**config.mk**
```make
export PLATFORM = sky130hd
export DESIGN_NAME = rvh_area_mul
export DESIGN_NICKNAME = d
export VERILOG_FILES = /design/src/design/rvh_pkg.sv /design/src/design/rvh_area_mul.sv
export SDC_FILE = /design/constraint.sdc
export NUM_CORES = 2
export LEC_CHECK = 0
export ABC_AREA = 1
export ABC_CLOCK_PERIOD_IN_PS = 19410
export BUFFER_PORTS_ARGS = -buffer_cell sky130_fd_sc_hd__buf_4
export CORE_MARGIN = 2
export CORE_UTILIZATION = 30
export CTS_CLUSTER_DIAMETER = 50
export DETAILED_ROUTE_END_ITERATION = 10
export GPL_TIMING_DRIVEN = 0
export PLACE_DENSITY_LB_ADDON = 0.15
export SKIP_CTS_REPAIR_TIMING = 1
export SLEW_MARGIN = 10
export SYNTH_ARGS = -nofsm -noshare
export SYNTH_HDL_FRONTEND = slang
export SYNTH_SLANG_ARGS = --single-unit
```
**constraint.sdc**
```tcl
create_clock -name clk -period 19.41 [get_ports clk]
set_clock_uncertainty 0.15 [all_clocks]
set_input_delay 0.9705 -clock clk [delete_from_list [all_inputs] [get_ports clk]]
set_output_delay 0.9705 -clock clk [all_outputs]
set_load 0.05 [all_outputs]
```
**src/design/rvh_pkg.sv**
```systemverilog
`default_nettype none
// ----------------------------------------------------------------------------
// Raster unique value histogram: shared package
// Field widths, register indexes, word types, the cell control structs, the
// sequencer states and the numeric sort key used by the cells.
// ----------------------------------------------------------------------------
package rvh_pkg;

  // Table and field sizes.
  localparam int TABLE_DEPTH    = 32;
  localparam int COUNT_BITS     = 40;
  localparam int VALUE_BITS     = 64;
  localparam int KEY_BITS       = VALUE_BITS + 1;
  localparam int AREA_BITS      = 48;
  localparam int AREA_OUT_BITS  = 64;
  localparam int PROD_BITS      = COUNT_BITS + AREA_BITS;
  localparam int CFG_INDEX_BITS = 1;

  // IEEE double layout.
  localparam int EXP_MSB  = 62;
  localparam int EXP_LSB  = 52;
  localparam int MANT_MSB = 51;

  localparam logic [VALUE_BITS-1:0] SIGN_BIT = {1'b1, {(VALUE_BITS-1){1'b0}}};

  // Configuration register indexes and reset values.
  localparam logic [CFG_INDEX_BITS-1:0] REG_HONOR_NODATA = CFG_INDEX_BITS'(0);
  localparam logic [CFG_INDEX_BITS-1:0] REG_PIXEL_AREA   = CFG_INDEX_BITS'(1);
  localparam logic [AREA_BITS-1:0]      PIXEL_AREA_RESET = AREA_BITS'(65536);

  // Request and result codes.
  localparam logic REQ_PIXEL    = 1'b0;
  localparam logic REQ_REPORT   = 1'b1;
  localparam logic KIND_ENTRY   = 1'b0;
  localparam logic KIND_SUMMARY = 1'b1;

  // Input word.
  typedef struct packed {
    logic                  req_type;
    logic [VALUE_BITS-1:0] pixel_value;
    logic                  is_nodata;
  } rvh_in_t;

  // Result word.
  typedef struct packed {
    logic                     result_kind;
    logic [VALUE_BITS-1:0]    entry_value;
    logic [COUNT_BITS-1:0]    entry_count;
    logic [AREA_OUT_BITS-1:0] entry_area;
    logic [COUNT_BITS-1:0]    nodata_total;
    logic [COUNT_BITS-1:0]    pixel_total;
    logic                     table_overflow;
    logic                     last;
  } rvh_out_t;

  // Contents of one table cell, as handed to a neighbor.
  typedef struct packed {
    logic                  valid;
    logic [VALUE_BITS-1:0] value;
    logic [COUNT_BITS-1:0] count;
  } rvh_slot_t;

  // Value under test, broadcast to every cell.
  typedef struct packed {
    logic [VALUE_BITS-1:0] value;
    logic [KEY_BITS-1:0]   key;
  } rvh_probe_t;

  // Per-cycle command to the whole chain.
  typedef struct packed {
    logic pixel;   // a value is counted this cycle
    logic insert;  // the value is new and goes into the chain
    logic pop;     // the chain shifts toward the head
  } rvh_cell_ctl_t;

  // Readout sequencer.
  typedef enum logic [2:0] {
    ST_IDLE,
    ST_FETCH,
    ST_MULT,
    ST_EMIT,
    ST_SUMMARY
  } rvh_state_t;

  // Unsigned key whose order is the numeric order of doubles, with all NaNs
  // after every number and ordered among themselves by raw bits.
  function automatic logic [KEY_BITS-1:0] sort_key(input logic [VALUE_BITS-1:0] bits);
    logic is_nan;
    logic [KEY_BITS-1:0] key;
    is_nan = (&bits[EXP_MSB:EXP_LSB]) && (|bits[MANT_MSB:0]);
    if (is_nan) begin
      key = {1'b1, bits};
    end else if (bits[VALUE_BITS-1]) begin
      key = {1'b0, ~bits};
    end else begin
      key = {1'b0, bits | SIGN_BIT};
    end
    return key;
  endfunction

endpackage
`default_nettype wire

```
**src/design/rvh_area_mul.sv**
```systemverilog
`default_nettype none
// ----------------------------------------------------------------------------
// Raster unique value histogram: area multiplier
// Multiplies an entry count by the pixel area with one 32 by 32 multiplier,
// one partial product per cycle, and saturates the result to 64 bits.
// ----------------------------------------------------------------------------
module rvh_area_mul
  import rvh_pkg::*;
(
  input  wire logic                     clk,
  input  wire logic                     rst,
  input  wire logic                     start,
  input  wire logic [COUNT_BITS-1:0]    count_in,
  input  wire logic [AREA_BITS-1:0]     area_in,
  output      logic                     done,
  output      logic [AREA_OUT_BITS-1:0] product
);

  localparam int HALF      = 32;
  localparam int OP_BITS   = 2 * HALF;
  localparam int MUL_STEPS = 4;
  localparam int WIDE_BITS = 2 * OP_BITS;

  logic                 busy;
  logic [2:0]           step;
  logic [OP_BITS-1:0]   cnt_op;
  logic [OP_BITS-1:0]   area_op;
  logic [OP_BITS-1:0]   pp;
  logic [1:0]           pp_shift;
  logic                 pp_ok;
  logic [PROD_BITS-1:0] acc;

  logic [HALF-1:0]      a_sel;
  logic [HALF-1:0]      b_sel;
  logic [OP_BITS-1:0]   mul_res;
  logic [WIDE_BITS-1:0] pp_wide;

  // Step bit 1 picks the count half, step bit 0 the area half.
  assign a_sel   = step[1] ? cnt_op[OP_BITS-1:HALF] : cnt_op[HALF-1:0];
  assign b_sel   = step[0] ? area_op[OP_BITS-1:HALF] : area_op[HALF-1:0];
  assign mul_res = a_sel * b_sel;
  assign pp_wide = {{(WIDE_BITS-OP_BITS){1'b0}}, pp} << {pp_shift, 5'b0};

  // Control: step through the partial products, then add the last one into the accumulator.
  always_ff @(posedge clk) begin
    if (rst) begin
      busy  <= 1'b0;
      done  <= 1'b0;
      pp_ok <= 1'b0;
    end else begin
      done <= 1'b0;
      if (start) begin
        busy  <= 1'b1;
        pp_ok <= 1'b0;
      end else if (busy) begin
        pp_ok <= (step < 3'(MUL_STEPS));
        if (step == 3'(MUL_STEPS)) begin
          busy <= 1'b0;
          done <= 1'b1;
        end
      end
    end
  end

  // Datapath: operands, registered partial product, accumulator.
  always_ff @(posedge clk) begin
    if (start) begin
      cnt_op  <= OP_BITS'(count_in);
      area_op <= OP_BITS'(area_in);
      step    <= 3'd0;
      acc     <= '0;
    end else if (busy) begin
      step     <= step + 3'd1;
      pp       <= mul_res;
      pp_shift <= {1'b0, step[1]} + {1'b0, step[0]};
      if (pp_ok) begin
        acc <= acc + pp_wide[PROD_BITS-1:0];
      end
    end
  end

  // Saturate to the output width.
  assign product = (|acc[PROD_BITS-1:AREA_OUT_BITS]) ? '1 : acc[AREA_OUT_BITS-1:0];

endmodule
`default_nettype wire

```
==> metrics.md <==
| Metric | Value |
|---|---|
| Crit path top cell by count | `fa_1` |
| DRC violations left | `0` |
| Routed wire length | `226 mm` |
| Die Ht | `419 µm` |
| Internal reg-to-reg setup slack | `9.26 ns` |
| Via-per-instance ratio | `4.70` |
| Top Ports | `156` |
| Worst skew pair latency | `0.70 ns` |
| CP max-delay cell | `dfxtp_1` |
| Syn_nets | `8,286` |
| Reg2Reg Depth | `27` |
| Kind of critical path | `flop to flop` |
| Most frequent cells in the layout | `1,656 x nand2_1, 1,648 x inv_1, 897 x fa_1` |
| Area grow syn2layout | `11.5%` |
| Top delay family on crit path | `adder cells` |
| Initial DRT Pass Iterations | `5` |
| Final setup fails | `0` |
| ANT nets after route | `0` |
| IO buf count | `155` |
| Yosys warnings | `0` |
| Clock tree buffer depth | `3` |
| Antenna violations before repair | `5` |
| # H-tree levels | `2` |
| Startpoint types | `flop` |
| First-pass GRT wire length | `323 mm` |
| Setup_tns | `0 ns` |
| Vias | `44,700` |
| Worst path bufs/invs | `8` |
| GP Congestion | `0.989` |
| Root Buffer | `clkbuf_16` |
| Hold Path End | `area_op[44]` |
| Least-Margin Pin Slew | `1.39 ns` |
| Vias in the first global route | `46,800` |
| Worst r2r dst | `pp[56]` |
| CP endpoint kind | `flop` |
| Final-stage net count | `8,499` |
| EDFF count, synth | `154` |
| Post-Syn Instances | `6,946` |
| Register area share after synthesis | `12.6%` |
| Final Cycle Share | `52.3%` |
| WL/cell | `23.8 µm` |
| Critical-path maximum fanout | `10` |
| Required time of the critical path | `19.71 ns` |
| Syn_area_per_cell | `7.44 µm²` |
| Grt total ovfl | `0` |
| Starting Density | `30.2%` |
| Hold path cells | `1` |
| Synth Flop Type | `edfxtp_1` |
| Run status | `complete, no violations` |
| Clock transition at path regs | `0.06 ns` |
| Slew margin rel. | `7.50%` |
| Die Width | `419 µm` |
| Tot GR Track Use | `25.9%` |
| Share of layout cells above drive strength 1 | `7.64%` |
| Max cap viols | `0` |
| Die area | `176,000 µm²` |
| Share of the synthesized area in the top cell type | `34.7%` |
| Most common cell after layout, fill and taps aside | `nand2_1` |
| CTS tree | `done` |
| # clock sinks | `248` |
| Largest area contributor in the netlist | `fa_1` |
| Max Transition Viols Final | `0` |
| FF-to-FF Start | `step[0]` |
| Hold Path Origin | `area_in[44]` |
| CP max stage delay | `0.83 ns` |
| Pin count of the biggest net entering global routing | `92` |
| Max Clk Rate | `98.5 MHz` |
| CP Data Arrival Time | `10.45 ns` |
| Top cells by area, synth | `fa_1 35%, nand2_1 12%, inv_1 12%` |
| Detailed placement HPWL | `193 mm` |
| Initial drt markers | `3,225` |
| Total CTS buffers | `52` |
| Row cnt | `152` |
| Distinct cells, synth | `46` |
| Synth async-reset ratio | `0%` |
| Hold Violations, Final | `0` |
| Core ar. | `171,000 µm²` |
| Synthesized area | `51,700 µm²` |
| RSZ-0062 raised after global routing | `false` |
| Worst min path class | `input port to flop` |
| Seq cells post-synth | `248` |
| Crit path time final | `10.15 ns` |
==> through the flow <==
step | hold slack, ns | area (µm²) | instances | util (%) | setup slack (ns)
2_1_floorplan | 0.298 | 51700 | 6946 | - | 12.18
3_5_place_dp | 0.328 | 55800 | 9415 | 32.6 | 9.29
6_report | 0.300 | 57600 | 9514 | 33.6 | 9.26
4_1_cts | 0.236 | 57600 | 9513 | 33.6 | 9.31
5_1_grt | 0.266 | 57600 | 9513 | 33.6 | 8.95
3_3_place_gp | 0.322 | 55700 | 9411 | 32.5 | 9.30
==> metal layers <==
layer	global-route usage, %	up-vias	wire (µm)
li1	-	20900	-
met1	32.6	22000	94200
met2	43.3	1484	105000
met3	3.95	397	13700
met4	12.3	4	12900
met5	0	-	23
==> sequential cells by signal, summed over array words and instances, names as in the netlist <==
name,cells
pp,64
pp_ok,1
cnt_op,40
area_op,48
done,1
acc,88
busy,1
step,3
pp_shift,2
==> layout make-up <==
| type | count | area, µm² |
|---|---|---|
| repair buffers | 159 | 1240 |
| well taps | 2310 | 2890 |
| diodes | 1 | 2.50 |
| inverters | 1704 | 6400 |
| clock buffers | 55 | 1310 |
| multi-input cells | 4774 | 37800 |
| plain buffers | 220 | 943 |
| flip-flops and latches | 248 | 6510 |
| clock inverters | 43 | 480 |
| fillers | 18600 | 114000 |
==> worst max path at each step <==
stage             from      to  slack, ns  depth (start not counted)
6_report       step[0]  pp[56]       9.26                         27
5_1_grt        step[0]  pp[58]       8.95                         25
4_1_cts        step[0]  pp[56]       9.31                         27
3_5_place_dp   step[0]  pp[56]       9.29                         27
3_3_place_gp   step[0]  pp[56]       9.30                         27
2_1_floorplan  step[1]  pp[63]      12.18                         31
==> cell families (layout without fill, tap and decap cells) <==
family                     Yosys count  in the layout  synth area share, %
AOI/OAI and AO/OA                  538            538                 5.69
xor gates and xnor gates            93             93                 1.58
adders and majority gates         1249           1249                 43.3
buffers and inverters             1924           2181                 14.2
DFF                                248            248                 12.6
other                                0              1                    0
and+or+nand+nor                   2894           2894                 22.7
==> synth_stat cells (50+ instances only) <==
library cell / count
xor2_1: 80
edfxtp_1: 154
buf_2: 79
inv_1: 1648
nor2_1: 889
ha_1: 352
o21ai_0: 183
fa_1: 897
nand2_1: 1656
nor2_2: 50
a21oi_1: 268
nand3_1: 133
clkbuf_1: 125
dfxtp_1: 94
Power is left out: the tool's default activity adds up to more than one toggle a clock period on the data nets, which glitch-free logic cannot reach.
