**config.mk**
```make
export PLATFORM = sky130hd
export DESIGN_NAME = rvh_cell
export DESIGN_NICKNAME = d
export VERILOG_FILES = /design/src/design/rvh_pkg.sv /design/src/design/rvh_cell.sv
export SDC_FILE = /design/constraint.sdc
export NUM_CORES = 1
export LEC_CHECK = 0
export ABC_AREA = 1
export BUFFER_PORTS_ARGS = -buffer_cell sky130_fd_sc_hd__buf_2
export CORE_AREA = 3 3 175 177
export DETAILED_ROUTE_END_ITERATION = 7
export DIE_AREA = 0 0 178 180
export GPL_TIMING_DRIVEN = 0
export SLEW_MARGIN = 20
export SYNTH_ARGS = -nofsm -noshare
export SYNTH_HDL_FRONTEND = slang
export SYNTH_SLANG_ARGS = --single-unit
```
**constraint.sdc**
```tcl
create_clock -name clk -period 7.2 [get_ports clk]
set_clock_uncertainty 0.1 [all_clocks]
set_input_delay 0 -clock clk [delete_from_list [all_inputs] [get_ports clk]]
set_output_delay 0 -clock clk [all_outputs]
set_load 0.03 [all_outputs]
```
**src/design/rvh_pkg.sv**
```systemverilog
`default_nettype none
// ----------------------------------------------------------------------------
// Raster unique value histogram: shared package
// Field widths, register indexes, word types, the cell control structs, the
// sequencer states and the numeric sort key used by the cells.
// ----------------------------------------------------------------------------
package rvh_pkg;

  // Table and field sizes.
  localparam int TABLE_DEPTH    = 32;
  localparam int COUNT_BITS     = 40;
  localparam int VALUE_BITS     = 64;
  localparam int KEY_BITS       = VALUE_BITS + 1;
  localparam int AREA_BITS      = 48;
  localparam int AREA_OUT_BITS  = 64;
  localparam int PROD_BITS      = COUNT_BITS + AREA_BITS;
  localparam int CFG_INDEX_BITS = 1;

  // IEEE double layout.
  localparam int EXP_MSB  = 62;
  localparam int EXP_LSB  = 52;
  localparam int MANT_MSB = 51;

  localparam logic [VALUE_BITS-1:0] SIGN_BIT = {1'b1, {(VALUE_BITS-1){1'b0}}};

  // Configuration register indexes and reset values.
  localparam logic [CFG_INDEX_BITS-1:0] REG_HONOR_NODATA = CFG_INDEX_BITS'(0);
  localparam logic [CFG_INDEX_BITS-1:0] REG_PIXEL_AREA   = CFG_INDEX_BITS'(1);
  localparam logic [AREA_BITS-1:0]      PIXEL_AREA_RESET = AREA_BITS'(65536);

  // Request and result codes.
  localparam logic REQ_PIXEL    = 1'b0;
  localparam logic REQ_REPORT   = 1'b1;
  localparam logic KIND_ENTRY   = 1'b0;
  localparam logic KIND_SUMMARY = 1'b1;

  // Input word.
  typedef struct packed {
    logic                  req_type;
    logic [VALUE_BITS-1:0] pixel_value;
    logic                  is_nodata;
  } rvh_in_t;

  // Result word.
  typedef struct packed {
    logic                     result_kind;
    logic [VALUE_BITS-1:0]    entry_value;
    logic [COUNT_BITS-1:0]    entry_count;
    logic [AREA_OUT_BITS-1:0] entry_area;
    logic [COUNT_BITS-1:0]    nodata_total;
    logic [COUNT_BITS-1:0]    pixel_total;
    logic                     table_overflow;
    logic                     last;
  } rvh_out_t;

  // Contents of one table cell, as handed to a neighbor.
  typedef struct packed {
    logic                  valid;
    logic [VALUE_BITS-1:0] value;
    logic [COUNT_BITS-1:0] count;
  } rvh_slot_t;

  // Value under test, broadcast to every cell.
  typedef struct packed {
    logic [VALUE_BITS-1:0] value;
    logic [KEY_BITS-1:0]   key;
  } rvh_probe_t;

  // Per-cycle command to the whole chain.
  typedef struct packed {
    logic pixel;   // a value is counted this cycle
    logic insert;  // the value is new and goes into the chain
    logic pop;     // the chain shifts toward the head
  } rvh_cell_ctl_t;

  // Readout sequencer.
  typedef enum logic [2:0] {
    ST_IDLE,
    ST_FETCH,
    ST_MULT,
    ST_EMIT,
    ST_SUMMARY
  } rvh_state_t;

  // Unsigned key whose order is the numeric order of doubles, with all NaNs
  // after every number and ordered among themselves by raw bits.
  function automatic logic [KEY_BITS-1:0] sort_key(input logic [VALUE_BITS-1:0] bits);
    logic is_nan;
    logic [KEY_BITS-1:0] key;
    is_nan = (&bits[EXP_MSB:EXP_LSB]) && (|bits[MANT_MSB:0]);
    if (is_nan) begin
      key = {1'b1, bits};
    end else if (bits[VALUE_BITS-1]) begin
      key = {1'b0, ~bits};
    end else begin
      key = {1'b0, bits | SIGN_BIT};
    end
    return key;
  endfunction

endpackage
`default_nettype wire

```
**src/design/rvh_cell.sv**
```systemverilog
`default_nettype none
// ----------------------------------------------------------------------------
// Raster unique value histogram: table cell
// One entry of the sorted chain. It compares the broadcast value with its own,
// counts a match, shifts toward the tail to open a slot for a new value, and
// shifts toward the head during readout.
// ----------------------------------------------------------------------------
module rvh_cell
  import rvh_pkg::*;
(
  input  wire logic          clk,
  input  wire logic          rst,
  input  wire rvh_cell_ctl_t ctl,
  input  wire rvh_probe_t    probe,
  input  wire rvh_slot_t     left_slot,
  input  wire logic          left_before,
  input  wire rvh_slot_t     right_slot,
  output      rvh_slot_t     slot,
  output      logic          ahead,
  output      logic          hit
);

  logic                  valid;
  logic [VALUE_BITS-1:0] value;
  logic [COUNT_BITS-1:0] count;
  logic [KEY_BITS-1:0]   key;

  // The new value sorts ahead of this entry, or the entry is empty.
  assign key    = sort_key(value);
  assign ahead  = !valid || (probe.key < key);
  assign hit    = valid && (value == probe.value);
  assign slot   = '{valid: valid, value: value, count: count};

  // Valid bit.
  always_ff @(posedge clk) begin
    if (rst) begin
      valid <= 1'b0;
    end else if (ctl.pop) begin
      valid <= right_slot.valid;
    end else if (ctl.insert) begin
      if (left_before) begin
        valid <= left_slot.valid;
      end else if (ahead) begin
        valid <= 1'b1;
      end
    end
  end

  // Value and count. Counts saturate at all ones.
  always_ff @(posedge clk) begin
    if (ctl.pop) begin
      value <= right_slot.value;
      count <= right_slot.count;
    end else if (ctl.pixel && hit) begin
      if (!(&count)) begin
        count <= count + COUNT_BITS'(1);
      end
    end else if (ctl.insert) begin
      if (left_before) begin
        value <= left_slot.value;
        count <= left_slot.count;
      end else if (ahead) begin
        value <= probe.value;
        count <= COUNT_BITS'(1);
      end
    end
  end

endmodule
`default_nettype wire

```
==> results of run 1 <==
## cells in the final DEF (no fill, tap or decap), types with 2 or more instances in the layout
cell type	count
inv_2	8
o21ai_0	21
nor2_4	3
xnor2_1	31
o2111ai_1	4
dlygate4sd3_1	209
buf_4	9
edfxtp_1	104
o211ai_1	49
a21o_1	3
inv_1	129
buf_2	454
nor2_2	3
nand3_1	153
nor4_1	8
ha_1	65
diode_2	9
nor2_1	136
clkbuf_1	29
nand4_1	32
a21oi_1	28
nand3b_1	3
clkbuf_16	9
and2_1	4
inv_8	2
o21a_1	3
clkinv_1	2
and3_1	2
nor3_1	28
buf_6	7
o21ai_1	2
nand2_1	500
buf_1	12
xor2_1	89
inv_6	3
or2_2	14
## where the power goes
| part | internal [mW] | switching, mW | leakage [nW] |
|---|---|---|---|
| clock | 0.244 | 0.275 | 0.142 |
| sequential | 0.754 | 0.105 | 1.09 |
| combinational | 0.432 | 0.593 | 6.48 |
| total | 1.43 | 0.974 | 7.71 |
## Yosys cell counts (all sizes together) (2+ instances only)
cell	n	area share, %
a21o	3	0.22
a21oi	28	1.4
and2	5	0.30
and3	2	0.12
buf	28	1.6
clkbuf	29	1.1
edfxtp	104	30
ha	65	7.9
inv	137	5.0
nand2	500	18
nand3	155	7.7
nand3b	3	0.22
nand4	33	2.1
nor2	142	5.4
nor3	29	1.5
nor3b	2	0.19
nor4	8	0.48
o2111ai	4	0.34
o211ai	49	3.6
o21a	3	0.22
o21ai	23	1.1
or2	14	0.85
xnor2	31	2.6
xor2	89	7.5
## timing repair
action                                 in CTS  in global routing
endpoints found under the hold margin     105                  0
hold buffers                              209                  0
setup endpoints to repair                   0                  0
## registers in the layout, indices dropped and copies added (netlist names)
signal / cells
count: 40
valid: 1
value: 64
## worst reg2reg max path, stage by stage, from the launching register on
cell      delay (ns)
edfxtp_1        0.54
nor2_1          0.14
nand2_1         0.06
nor2_1          0.16
nand2_1         0.11
nor2_1          0.15
nand2_1         0.13
nand2_1         0.14
nand2_1         0.42
buf_2           0.39
xor2_1          0.17
ha_1            0.30
a21oi_1         0.17
o21a_1          0.13
nand2_1         0.05
a21oi_1         0.19
nand2_1         0.15
a21oi_1         0.14
nand2_1         0.14
nand3_1         0.12
nor3b_4         0.43
buf_6           0.24
buf_6           0.17
buf_6           0.17
buf_8           0.17
## per-stage QoR
step	power (mW)	hold WS, ns	cell area [sq um]
floorplan	1.41	0.0481	10300
global placement	1.76	0.147	13100
detailed placement	1.77	0.145	13200
CTS	2.40	0.00227	15600
global route	2.54	0.0199	15600
finish	2.40	0.00811	15600
## per-layer routing
layer | part of all wire (%) | vias up | wire, microns
met4 | 3.6 | 28 | 1840
met5 | 0.35 | - | 177
met3 | 8.1 | 127 | 4120
met2 | 51 | 574 | 25600
met1 | 37 | 6047 | 18800
li1 | - | 6289 | -
## final timing paths
path / from / endpoint / slack [ns] / cells past startpoint
setup / recovery: value[21] / value[37] / 1.84 / 24
setup reg to reg: value[21] / value[37] / 1.84 / 24
hold reg to reg: valid / value[9] / 1.03 / 2
hold / removal: probe[112] / value[47] / 0.008 / 3
## cell families (layout without fill, tap and decap cells)
logic type | count (synthesis) | in the layout
AOI/OAI and AO/OA | 111 | 111
xor gates and xnor gates | 120 | 120
adders and majority gates | 65 | 65
buffers and inverters | 195 | 876
DFF | 105 | 105
other | 0 | 9
and+or+nand+nor | 894 | 894
## area by class of cell
type	count	area, sq um
clock inverter	7	61.3
timing repair buffer	665	4430
fill	2974	13800
buffer	57	269
sequential	105	3140
clock buffer	9	225
antenna	9	22.5
tap	390	488
multi-input combinational	1190	6420
inverter	138	518
==> summary.txt, run 1 <==
Outcome
  – Outcome: completed

Clocking
  – CTS Sinks: 105
  – CTS tree: built
  – Clk buf depth: 2
  – CTS Buf Count: 9
  – Post-CTS setup buffers: 0
  – Cts repair resizes: 0
  – Clock-pin slew on the worst setup and hold paths: 0.08 ns
  – Clk_lat worst skew: 0.37 ns
  – CTS root buffer: clkbuf_16
  – CTS HTree Levels: 3

Floorplanning
  – Die area: 32,000 sq um
  – Starting Density: 35.1%
  – Num ports: 452
  – Core footprint: 29,400 sq um
  – DIE WIDTH: 178 microns
  – Core Rows: 63
  – Chip height: 180 microns

Global routing
  – Initial antenna violation count: 21
  – Vias in the first global route: 13,000
  – Grt ovf: 0
  – First-pass GRT wire length: 73.8 mm
  – Global Route met1 Usage: 33.7%
  – Routing usage on met3: 6.80%
  – Largest net degree at the start of global routing: 25
  – Grt peak-use layer: met2
  – Met2 Use GR: 55.6%
  – Total track usage: 30.3%

Synth
  – Cell variety after synth: 41
  – Most used DFF post-synth: edfxtp_1
  – Sequential fraction of the synthesis area: 30.4%
  – Syn Std Cell Area: 10,300 sq um
  – Compound-cell area share of the yosys netlist: 6.87%
  – Post-synth EDFFs: 104
  – Post-synthesis net count: 1,900
  – Ys async rst share: 0%
  – Mean Syn Cell Area: 6.93 sq um
  – Synthesized flop and latch total: 105
  – Post-synthesis adder-cell area fraction: 7.87%
  – Post-synthesis xor/xnor area fraction: 10.2%
  – Largest family of logic cells by synthesized area: simple AND/OR/NAND/NOR gates
  – Yosys warning count: 0
  – Post-synthesis cell count: 1,490
  – Post-Synth Simple-Gate Area: 37.0%
  – Mux share of post-synthesis cell area: 0%

Critical path
  – Most frequent CP cell: nand2_1
  – Delay-heaviest family, CP: simple AND/OR/NAND/NOR gates
  – CP Data Required Time: 7.18 ns
  – Worst-path cell chain: nor2_1 > nand2_1 > nor2_1 > nand2_1 > nor2_1 > nand2_1 > nand2_1 > nand2_1 > buf_2 > xor2_1 > ha_1 > a21oi_1 > o21a_1 > nand2_1 > a21oi_1 > nand2_1 > a21oi_1 > nand2_1 > nand3_1 > nor3b_4 > buf_6 > buf_6 > buf_6 > buf_8
  – Arr. time, crit path: 5.34 ns
  – Crit. End Element: flop
  – Slowest-stage cell, CP: edfxtp_1
  – CP max FO: 11
  – CP Launch Type: flop
  – Buffers & Inverters on Critical Path: 5
  – CP peak stage delay: 0.54 ns
  – Crit path kind: flop to flop

STA
  – Hold Violations, Final: 0
  – Slew HR: 36.2%
  – Final worst slack: 1.84 ns
  – Period utilization: 74.5%
  – RSZ-0062 raised after global routing: no
  – Worst Max-Slew Pin Slew: 0.953 ns
  – # setup viols final: 0
  – TNS Setup: 0 ns
  – Minimum clock period after layout: 5.36 ns
  – Slew Viols, Final: 0
  – Fmax: 0.186 GHz

Finish
  – Util after Layout: 53.0%
  – Share of cells above drive strength 1: 24.0%
  – Layout Cells excl Fill: 2,570
  – Nets: 2,576
  – Area Overhead vs Synth: 50.8%

Detailed routing
  – Antenna-violating nets left: 0
  – DR vias/cell: 5.08
  – DRC: 0
  – Drt wl/cell: 19.7 microns
  – DRT Pass-1 Iters: 6
  – Via count: 13,100
  – 1st-iter DRT viols: 872
  – Total length of routed wires: 50.6 mm

Hold path
  – Hold Path Class: input port to flop

Pwr
  – Pwr/cell area: 154 nW/um^2
  – Worst vdd ir: 0.000120 V
  – Pleak: 7.71 nW

Placement
  – Worst slack at placement: 1.91 ns
  – Port Buffers: 449
  – Placed Cells: 2,336
  – Final GP Congestion: 0.930
  – HPWL Detailed: 40.9 mm

Flow run
  – Max cap viols: 0
Power figures use the tool's default switching activity.
==> run 2: changes to the inputs <==
Settings changed: ABC_AREA 1 to 0, CORE_AREA 3 3 175 177 to 3 3 173 175, DIE_AREA 0 0 178 180 to 0 0 176 178.
Clock period 7.2 ns to 5 ns, I/O delays scaled along.
==> summary.txt, run 2 <==
Placement
  – Placed Cells: 1,881
  – Cell Area, Placed: 12,400 sq um
  – Final GP Congestion: 0.940
  – Port Buffers: 449
  – Worst slack at placement: -1.31 ns
  – HPWL Detailed: 37.3 mm

Global routing
  – Vias in the first global route: 11,000
  – Largest net degree at the start of global routing: 21
  – Routing usage on met3: 5.49%
  – Grt peak-use layer: met2
  – First-pass GRT wire length: 65.3 mm
  – Grt ovf: 0
  – Total track usage: 27.9%
  – Global Route met1 Usage: 30.7%
  – Initial antenna violation count: 6
  – Met2 Use GR: 52.4%

Finish
  – Fill count: 2,686
  – Final Cell Area: 15,000 sq um
  – Commonest non-fill, non-tap cell in the layout: buf_2
  – Multi-input logic area: 6360 sq um
  – Largest register FFs: 64
  – Reg with most FFs: value
  – Layout Cells excl Fill: 2,110
  – Share of cells above drive strength 1: 35.2%
  – Nets: 2,129
  – Area Overhead vs Synth: 58.2%
  – Register Area: 3140 sq um
  – Most frequent cells in the layout: 458 x buf_2, 172 x nand2_1, 158 x dlygate4sd3_1
  – Largest regs: value (64), count (40), valid (1)

Synth
  – Sequential fraction of the synthesis area: 33.1%
  – Synth top area cells: edfxtp_1 33%, xor2_1 8.7%, ha_1 8.6%, mux2i_1 7.3%, nand2_1 6.8%
  – Synth top cells by count: 173 x nand2_1, 110 x o21ai_0, 104 x edfxtp_1, 94 x xor2_1, 69 x mux2i_1
  – Cell with the most instances after synthesis: nand2_1
  – Syn Std Cell Area: 9500 sq um
  – Ys async rst share: 0%
  – Synthesized flop and latch total: 105
  – Post-synthesis cell count: 1,043
  – Post-synthesis net count: 1,453
  – Yosys warning count: 0
  – Mean Syn Cell Area: 9.11 sq um
  – Cell taking the most area after synthesis: edfxtp_1
  – Post-synth EDFFs: 104
  – Cell variety after synth: 49
  – Top cell type's share of synthesized area: 32.9%
  – Most used DFF post-synth: edfxtp_1

STA
  – Hold Violations, Final: 0
  – Min Hold Slack: 0.0141 ns
  – Worst Max-Slew Pin Slew: 1.12 ns
  – Slew Viols, Final: 0
  – Fmax: 0.203 GHz
  – Period utilization: 98.5%
  – Minimum clock period after layout: 4.93 ns
  – Slew HR: 25.2%
  – RSZ-0062 raised after global routing: yes
  – # setup viols final: 0
  – TNS Setup: 0 ns
  – Final worst slack: 0.0726 ns

Critical path
  – CP max FO: 10
  – Crit. End Element: flop
  – Arr. time, crit path: 4.95 ns
  – CP Data Required Time: 5.02 ns
  – Worst reg-to-reg path cell count: 18
  – Crit path kind: flop to flop
  – RR Endpoint: value[29]
  – CP Launch Type: flop
  – R2r setup slk: 0.07 ns
  – R2R Path Start: value[20]

Pwr
  – Worst vdd ir: 0.000177 V
  – Pleak: 6.74 nW
  – Pwr/cell area: 234 nW/um^2

Floorplanning
  – Core footprint: 28,600 sq um
  – Num ports: 452
  – Core Rows: 62
  – Chip height: 178 microns
  – Die area: 31,300 sq um
  – Starting Density: 33.2%
  – DIE WIDTH: 176 microns

Clocking
  – CTS root buffer: clkbuf_16
  – Clock-pin slew on the worst setup and hold paths: 0.08 ns
  – CTS tree: built
  – Clk_lat worst skew: 0.37 ns
  – CTS Sinks: 105
  – Clk buf depth: 2
  – CTS HTree Levels: 3
  – CTS Buf Count: 9

Hold path
  – Hold Path Class: input port to flop
  – WHS Path Cells: 3
  – Worst Hold Endpoint: value[59]
  – Hold Path Origin: left_slot[99]

Outcome
  – Outcome: completed

Detailed routing
  – DRT Pass-1 Iters: 5
  – 1st-iter DRT viols: 706
  – Drt wl/cell: 22.1 microns
  – Total length of routed wires: 46.7 mm
  – DRC: 0
  – Via count: 11,100
  – DR vias/cell: 5.26
  – Antenna-violating nets left: 0

Flow run
  – Max cap viols: 0
-- run 2: kinds of logic (layout without fill, tap and decap cells) --
family,count (synthesis),count (layout),synth area share (%)
compound gates,166,166,9.70
buf+inv,65,746,2.70
xor+xnor,143,143,13.2
mux,107,107,11.8
other cells,0,2,0
flops,105,105,33.1
fa+ha+maj,65,65,8.56
simple gates,392,392,21.0
-- run 2: timing repair --
action,CTS,global route
gates cloned,0,4
setup buffers,10,40
hold buffers,158,0
resized for setup,23,22
setup endpoints to repair,105,105
endpoints found under the hold margin,105,0
pin swaps,8,22
-- run 2: layout make-up --
type / count / share of cell area, %
Sequential cell: 105 / 20.9
Tap cell: 384 / 3.20
Timing Repair Buffer: 666 / 29.6
Multi-Input combinational cell: 873 / 42.3
Clock inverter: 7 / 0.475
Clock buffer: 9 / 1.50
Buffer: 49 / 1.56
Antenna cell: 2 / 0.0333
Inverter: 15 / 0.375
-- run 2: worst max path at each step --
stage | cells past startpoint | startpoint | slack [ns] | end
floorplan | 16 | value[35] | 0.03 | value[0]
global route | 18 | value[20] | -0.08 | value[29]
detailed placement | 18 | value[37] | -1.31 | value[43]
global placement | 16 | value[37] | -1.77 | value[43]
CTS | 18 | value[9] | 0.05 | value[41]
finish | 18 | value[20] | 0.07 | value[29]
-- run 2: worst max-delay path: stages (launching register included) --
cell       delay (ns)
edfxtp_1         0.51
nor4_1           0.33
nand4_1          0.22
nor4_4           0.32
or4_4            0.20
nand2_8          0.09
buf_6            0.18
xor2_1           0.14
ha_1             0.32
nand4_1          0.22
nor4bb_4         0.43
nand4_1          0.15
buf_6            0.16
a2111oi_4        0.40
nor3_4           0.13
a41oi_4          0.30
o21ai_4          0.11
clkbuf_16        0.20
clkbuf_16        0.18
-- run 2: report_power, final --
part / internal [mW] / switching (mW)
clock network: 0.356 / 0.389
logic: 0.670 / 0.853
registers: 1.09 / 0.154
total: 2.12 / 1.40
-- run 2: stage by stage --
step | power, mW | utilization (%)
after CTS | 3.44 | 50.6
after floorplan | 1.99 | -
after global placement | 2.50 | 42.9
after detailed placement | 2.54 | 43.3
after global routing | 3.69 | 52.5
final | 3.51 | 52.5
-- run 2: layer usage --
metal	up-vias	part of all wire, %
li1	5183	-
met1	5252	37
met3	100	7.1
met2	549	51
met5	-	0.079
met4	8	4.3
